**src/rtl/core/assert_macros.svh**
```systemverilog
// Assertion macros used by the firmware upload receiver datapath.
// Needs nothing else; fwup_dp includes it by name.
`ifndef ASSERT_MACROS_SVH
`define ASSERT_MACROS_SVH
`ifndef SYNTHESIS
// Same-cycle implication, checked outside reset.
`define ASSERT_IMPL(lbl, clk, rst, ante, cons) \
   lbl: assert property (@(posedge clk) disable iff (rst) (ante) |-> (cons)) \
      else $error("assertion failed");
// Next-cycle implication, checked outside reset.
`define ASSERT_NEXT(lbl, clk, rst, ante, cons) \
   lbl: assert property (@(posedge clk) disable iff (rst) (ante) |=> (cons)) \
      else $error("assertion failed");
`else
`define ASSERT_IMPL(lbl, clk, rst, ante, cons)
`define ASSERT_NEXT(lbl, clk, rst, ante, cons)
`endif
`endif

```
**src/rtl/core/fwup_pkg.sv**
```systemverilog
// Shared constants and types of the firmware upload receiver.
// Used by fwup_ctrl, fwup_dp and the top level; depends on nothing.
package fwup_pkg;

   localparam int DEF_PAGE_BYTES = 1024;
   localparam int REPORT_BYTES   = 64;
   localparam int REP_AW         = 6;
   localparam int REQ_DW         = 16;
   localparam int RSP_DW         = 80;

   localparam logic [31:0] DEF_FLASH_BASE = 32'h0000_4000;
   localparam logic [7:0]  HDR_MARK  = 8'hCA;
   localparam logic [31:0] START_SEQ = 32'hA5A5_A5A5;
   localparam logic [31:0] DONE_SEQ  = 32'h5A5A_5A5A;
   localparam logic [7:0]  OP_DATA   = 8'h12;
   localparam logic [7:0]  OP_OTHER  = 8'h33;
   localparam logic [7:0]  OP_LAUNCH = 8'hA5;
   localparam logic [7:0]  CHUNK_MAX = 8'd32;
   localparam logic [7:0]  LEN_MAX   = 8'd59;
   localparam logic [7:0]  START_LEN = 8'd12;
   localparam logic [7:0]  SHORT_LEN = 8'd4;

   typedef enum logic [9:0] {
      ST_RECV = 10'b00_0000_0001,
      ST_PRD  = 10'b00_0000_0010,
      ST_SCAN = 10'b00_0000_0100,
      ST_EVAL = 10'b00_0000_1000,
      ST_COPY = 10'b00_0001_0000,
      ST_UPD  = 10'b00_0010_0000,
      ST_PAGE = 10'b00_0100_0000,
      ST_ADDR = 10'b00_1000_0000,
      ST_SUM  = 10'b01_0000_0000,
      ST_SEND = 10'b10_0000_0000
   } state_type;

   typedef struct packed {
      logic rx_wr;
      logic pg_rd;
      logic pg_ld;
      logic scan_go;
      logic eval;
      logic copy_go;
      logic upd;
      logic page;
      logic addr;
      logic sum;
      logic send_go;
      logic cnt_clr;
   } cmd_type;

   typedef struct packed {
      logic mode;
      logic pos_last;
      logic scan_done;
      logic frame_ok;
      logic data_seq;
      logic copy_need;
      logic copy_done;
      logic cnt_last;
      logic out_free;
   } sts_type;

endpackage

```
**src/rtl/core/fwup_ctrl.sv**
```systemverilog
// Sequencer of the firmware upload receiver: one-hot state machine.
// Depends on fwup_pkg; drives commands into fwup_dp.
module fwup_ctrl (
   input  logic             clock,
   input  logic             reset,
   input  logic             req_tvalid,
   output logic             req_tready,
   input  fwup_pkg::sts_type sts,
   output fwup_pkg::cmd_type cmd
);
   import fwup_pkg::*;

   state_type state_ff, state_in;
   logic      acc;

   assign req_tready = (state_ff == ST_RECV) && sts.out_free;
   assign acc        = req_tvalid && req_tready;

   always_comb begin
      state_in = state_ff;
      case (state_ff)
         ST_RECV: begin
            if (acc && sts.mode) state_in = ST_PRD;
            else if (acc && sts.pos_last) state_in = ST_SCAN;
         end
         ST_PRD:  state_in = ST_RECV;
         ST_SCAN: if (sts.scan_done) state_in = ST_EVAL;
         ST_EVAL: begin
            if (!sts.frame_ok) state_in = ST_RECV;
            else if (sts.copy_need) state_in = ST_COPY;
            else if (sts.data_seq) state_in = ST_UPD;
            else state_in = ST_SUM;
         end
         ST_COPY: if (sts.copy_done) state_in = ST_UPD;
         ST_UPD:  state_in = ST_PAGE;
         ST_PAGE: state_in = ST_ADDR;
         ST_ADDR: state_in = ST_SUM;
         ST_SUM:  state_in = ST_SEND;
         ST_SEND: if (sts.out_free && sts.cnt_last) state_in = ST_RECV;
         default: state_in = ST_RECV;
      endcase
   end

   always_comb begin
      cmd         = '0;
      cmd.rx_wr   = acc && !sts.mode;
      cmd.pg_rd   = acc && sts.mode;
      cmd.pg_ld   = (state_ff == ST_PRD);
      cmd.scan_go = (state_ff == ST_SCAN);
      cmd.eval    = (state_ff == ST_EVAL);
      cmd.copy_go = (state_ff == ST_COPY);
      cmd.upd     = (state_ff == ST_UPD);
      cmd.page    = (state_ff == ST_PAGE);
      cmd.addr    = (state_ff == ST_ADDR);
      cmd.sum     = (state_ff == ST_SUM);
      cmd.send_go = (state_ff == ST_SEND) && sts.out_free;
      cmd.cnt_clr = (state_ff == ST_RECV) || (state_ff == ST_EVAL) || (state_ff == ST_SUM);
   end

   always_ff @(posedge clock) begin
      if (reset) begin
         state_ff <= ST_RECV;
      end else begin
         state_ff <= state_in;
      end
   end

endmodule

```
**config.mk**
```make
export PLATFORM = sky130hd
export DESIGN_NAME = fwup_ctrl
export DESIGN_NICKNAME = d
export VERILOG_FILES = /design/src/rtl/core/assert_macros.svh /design/src/rtl/core/fwup_pkg.sv /design/src/rtl/core/fwup_ctrl.sv
export SDC_FILE = /design/constraint.sdc
export NUM_CORES = 1
export LEC_CHECK = 0
export BUFFER_PORTS_ARGS = -buffer_cell sky130_fd_sc_hd__buf_2
export CAP_MARGIN = 0
export CORE_MARGIN = 1
export CORE_UTILIZATION = 30
export CTS_CLUSTER_DIAMETER = 50
export DETAILED_ROUTE_END_ITERATION = 7
export GPL_TIMING_DRIVEN = 0
export PLACE_DENSITY = 0.5
export SLEW_MARGIN = 20
export SYNTH_ARGS = -nofsm -noshare
export SYNTH_HDL_FRONTEND = slang
export SYNTH_SLANG_ARGS = --single-unit
```
**constraint.sdc**
```tcl
create_clock -name clock -period 4.9 [get_ports clock]
set_clock_uncertainty 0.15 [all_clocks]
set_input_delay 0.98 -clock clock [delete_from_list [all_inputs] [get_ports clock]]
set_output_delay 0.98 -clock clock [all_outputs]
set_load 0.02 [all_outputs]
```
# Yosys cells after proc, flatten, opt, wreduce, memory -nomap -nowiden
# Cells that the tools add are included.
dict set report word_totals {
  regBits 10
  latch_bits 0
  ram_bits 0
  rom_bits 0
  input_bits 12
  wordCells 35
  memories 0
}
dict set report classes {
  add_sub_neg 0
  mul 0
  n_div 0
  magnitude_cmp 0
  n_eq_ne 14
  shift 0
  n_mux 9
  bitwise 0
  reduce_logical 11
}
# cell count
set ops {}
lappend ops {{10-bit case mux with 9 select lines} 1}
lappend ops {{10-bit 2-to-1 mux} 5}
lappend ops {{9-bit 2-to-1 mux} 3}
lappend ops {{10-bit by 1-bit == test with 1-bit output, second input constant} 1}
lappend ops {{10-bit == test, second input constant} 1}
lappend ops {{10-bit by 2-bit == test with 1-bit output, second input constant} 1}
lappend ops {{10-bit by 3-bit == test with 1-bit output, second input constant} 1}
lappend ops {{10-bit by 4-bit == test with 1-bit output, second input constant} 1}
lappend ops {{10-bit by 5-bit == test with 1-bit output, second input constant} 1}
lappend ops {{10-bit by 6-bit == test with 1-bit output, second input constant} 1}
lappend ops {{10-bit by 7-bit == test with 1-bit output, second input constant} 1}
lappend ops {{10-bit by 8-bit == test with 1-bit output, second input constant} 1}
lappend ops {{10-bit by 9-bit == test with 1-bit output, second input constant} 1}
lappend ops {{1-bit logical AND} 7}
lappend ops {{2-bit inequality test, second input constant} 3}
lappend ops {{4-bit AND reduction} 1}
lappend ops {{3-bit by 2-bit inequality test with 1-bit output, second input constant} 1}
lappend ops {{1-bit logical OR} 2}
lappend ops {{1-bit logical NOT} 1}

# Longest topological paths before layout
dict set report depth {
  word_depth 7
  mapped_depth 6
}

# Worst setup path after synthesis
# No wires, ideal clock.
dict set report synth_path {
  path_kind {reg2out}
  start {reg state_ff[7]}
  end {out cmd[2] (netlist name)}
  t_arrival_ns 1.816
  required_time_ns 3.770
  slack_ns 1.954
  path_stages_with_launch 4
  path_buffers 0
  cell_sequence {dfxtp_1 or3_1 or2_1 nor4_1}
}
# element line_no
set synth_rtl {}
lappend synth_rtl {{start: declaration} fwup_ctrl.sv:13} ;# state_type state_ff, state_in;
lappend synth_rtl {{start signal: assignment} fwup_ctrl.sv:64} ;# state_ff <= state_in;
lappend synth_rtl {{end: declaration} fwup_ctrl.sv:9} ;# output fwup_pkg::cmd_type cmd

==> impl_results.rst <==
.. list-table::
   :header-rows: 1

   * - Metric
     - Value
   * - Clock insertion delay at the later pin of the skew report
     - 0.27 ns
   * - Number of flip-flops in the largest register
     - 10
   * - Synthesis-to-finish area growth
     - 25.0%
   * - H-tree lvl count
     - 1
   * - Synth Area in Compound Gates
     - 14.8%
   * - Wire length of the first global-routing pass
     - 3230 um
   * - Dominant combinational cell family by area after synthesis
     - simple AND/OR/NAND/NOR gates
   * - Worst-case clock buffer depth
     - 2
   * - Chip Height
     - 50.7 um
   * - Wire per inst
     - 13.0 um
   * - Dominant synthesized flop cell
     - dfxtp_1
   * - Kind of critical path
     - flop to output port
   * - Placer's final routability congestion estimate
     - 0.773
   * - Number of placed cells counting well taps
     - 141
   * - Core area
     - 2210 um2
   * - Syn Nets
     - 101
   * - Area occupied by registers
     - 200 um2
   * - Final Cycle Share
     - 68.1%
   * - Leading registers by flop count
     - state_ff: 10 flops
   * - I/O pin total
     - 25
   * - Antenna Cells
     - 0
   * - Die outline area
     - 2570 um2
   * - Mean instance size in the synthesized netlist
     - 7.99 um2
   * - Register bit total from synthesis
     - 10
   * - Setup TNS after final layout
     - 0 ns
   * - Width of the chip
     - 50.7 um
   * - Top register by number of flip-flops
     - state_ff
   * - Postcts setup bufs
     - 0
   * - Endpoint kind of the worst setup timing path
     - output port
   * - Fraction of the mapped netlist area in simple logic gates
     - 49.6%
   * - Count of nets left with antenna violations after detail routing
     - 0
   * - Number of standard-cell rows in the floorplan
     - 17
   * - Maximum number of pins on one net before global-route repair
     - 11
   * - Share of the synthesized area in the top cell type
     - 28.2%
   * - Port buffer count
     - 24
   * - Cells after Synth
     - 89
   * - Finish-stage setup viols
     - 0
   * - Hold Vio Cnt, Final
     - 0
   * - Root buffer cell
     - clkbuf_4
   * - Clock tree from TritonCTS
     - done
   * - Via count
     - 762
   * - Unrepaired setup endpoints after global routing
     - false
   * - Share of post-route cells with drive strength above 1
     - 31.0%
   * - Clock buffer count from CTS
     - 3
   * - Proportion of register bits with asynchronous set or reset after synthesis
     - 0%
   * - Filler cells
     - 241
   * - Adder and majority cell fraction of the synthesized area
     - 0%
   * - Max Slew Vio Count
     - 0
   * - Multi-input gate area
     - 475 um2
   * - Total clock sinks
     - 10
   * - Ordered list of cells on the worst path
     - or3_1, or2_1, nor4_1, buf_2
   * - Max FO, Critical Path
     - 8
   * - Congestion Overflow GR
     - 0
   * - Hold buffer count at CTS
     - 0
   * - Run status
     - finished, final reports clean
   * - Post-synthesis xor/xnor area fraction
     - 2.46%
   * - Cells taking the most area after synthesis
     - dfxtp_1 (28%), nor2b_1 (5.3%), nor4_1 (5.3%)
   * - Standby leakage power
     - 0.000462 uW
   * - Drt via density
     - 5.29
   * - Data arrival, critical path
     - 2.21 ns
   * - Number of non-filler instances in the completed layout
     - 144
   * - Number of max-cap violations
     - 0
   * - CP startpoint kind
     - flop
   * - Overall track demand over capacity in global routing
     - 16.9%
   * - Net total in the final layout
     - 130
   * - Number of enable flip-flop cells after synthesis
     - 0
   * - Vias in the first global route
     - 720
   * - Maximum clock frequency
     - 0.300 GHz
   * - Count of yosys warnings during synthesis
     - 0
   * - Min-Delay Path Class
     - flop to flop
   * - Final routed wirelength across all metal layers
     - 1870 um
   * - Post-CTS resize count
     - 0
   * - Total standard cell area after synthesis
     - 711 um2
   * - Proportion of synthesized chip area in sequential cells
     - 28.2%
   * - Initial antenna violation count
     - 0
   * - Standard cell with the maximum stage delay on the critical path
     - nor4_1
   * - Count of unique library cells instantiated by Yosys
     - 36
   * - Worst vdd ir
     - 0.000201 V
   * - Initial Utilization
     - 32.1%
   * - Multiplexer area fraction after synthesis
     - 0%
   * - Transition time of the tightest slew-check pin
     - 0.548 ns
   * - Drt initial violations
     - 10
   * - Worst slew margin relative to its limit
     - 63.1%
   * - DRC Markers
     - 0
   * - Post-detail-place hpwl
     - 1460 um
   * - Final critical-path required period
     - 3.34 ns
   * - Largest stage delay on the critical path
     - 0.49 ns
   * - Power per cell area
     - 326 nW/um2
   * - Clock-pin slew reported for the worst setup and hold paths after clock tree synthesis
     - 0.07 ns
   * - Synth area leader
     - dfxtp_1
   * - Number of iterations in the first detailed-routing pass
     - 5
   * - Data required time at the worst endpoint
     - 3.77 ns
## cell families (layout without fill, tap and decap cells)
| family | count (synthesis) | after routing |
|---|---|---|
| AND/OR/NAND/NOR | 55 | 55 |
| AO/OA/AOI/OAI | 14 | 14 |
| flip-flops | 10 | 10 |
| buffers and inverters | 8 | 35 |
| XOR/XNOR | 2 | 2 |
## layer usage
metal | vias up | wire (um) | GRT usage, %
met4 | 0 | 29 | 9.72
li1 | 383 | - | -
met5 | - | 0 | 0
met2 | 16 | 899 | 28.0
met3 | 4 | 47 | 1.82
met1 | 359 | 898 | 21.1
## stage by stage
stage               utilization (%)  setup slack (ns)  power [uW]  hold WS, ns  instance area, um2
finish                         40.2              1.56         290        0.422                 888
global route                   40.2              1.49         310        0.456                 888
CTS                            40.2              1.59         292        0.424                 888
detailed placement             39.1              1.90         232        0.416                 866
global placement               39.1              1.92         231        0.416                 866
floorplan                         -              1.95         196        0.360                 711
## power breakdown
group | switching (uW) | total, uW | internal, uW
clock network | 29.7 | 58.2 | 28.5
logic | 83.2 | 141 | 57.9
registers | 3.46 | 90.4 | 86.9
total | 116 | 290 | 173
## area by class of cell
type                    instances  share of cell area [%]
multi-input cells              71                    53.5
flip-flops and latches         10                    22.5
repair buffers                 24                    13.5
well taps                      28                    3.94
clock buffers                   3                    2.54
inverters                       6                    2.54
plain buffers                   2                    1.41
## placed cells by master, fill, tap and decap left out, types with 2 or more instances in the layout
cell type,instances
and3_1,2
nor4_1,6
nor3_1,5
or3_1,3
clkbuf_4,3
o21ai_0,3
buf_2,25
nand2_1,4
nand3_1,3
nor3b_1,2
dfxtp_1,10
nand3b_1,2
and4_1,2
xor2_1,2
and2_1,2
inv_1,6
nor2_1,9
nor2b_1,6
a21oi_1,2
nand2b_1,2
## worst paths after layout
path	start	endpoint	cells after the start	slack (ns)
max	state_ff[7]	cmd[2]	4	1.56
min	state_ff[2]	state_ff[3]	2	0.42
max reg2reg	state_ff[7]	state_ff[8]	5	2.63
min reg2reg	state_ff[2]	state_ff[3]	2	0.42
## critical path, delay by kind of cell, from the launching register on
| family | cells | cell delay (ns) |
|---|---|---|
| buf+inv | 1 | 0.27 |
| flops | 1 | 0.38 |
| simple gates | 3 | 1.28 |
## cell usage after synthesis (all sizes together), types with 3 or more instances
cell type,n
o21ai,3
nor4,7
nor2b,6
inv,6
nor3b,3
dfxtp,10
nor3,5
nand3,3
nand2,4
or3,3
nor2,9
(Power assumes the default switching activity.)
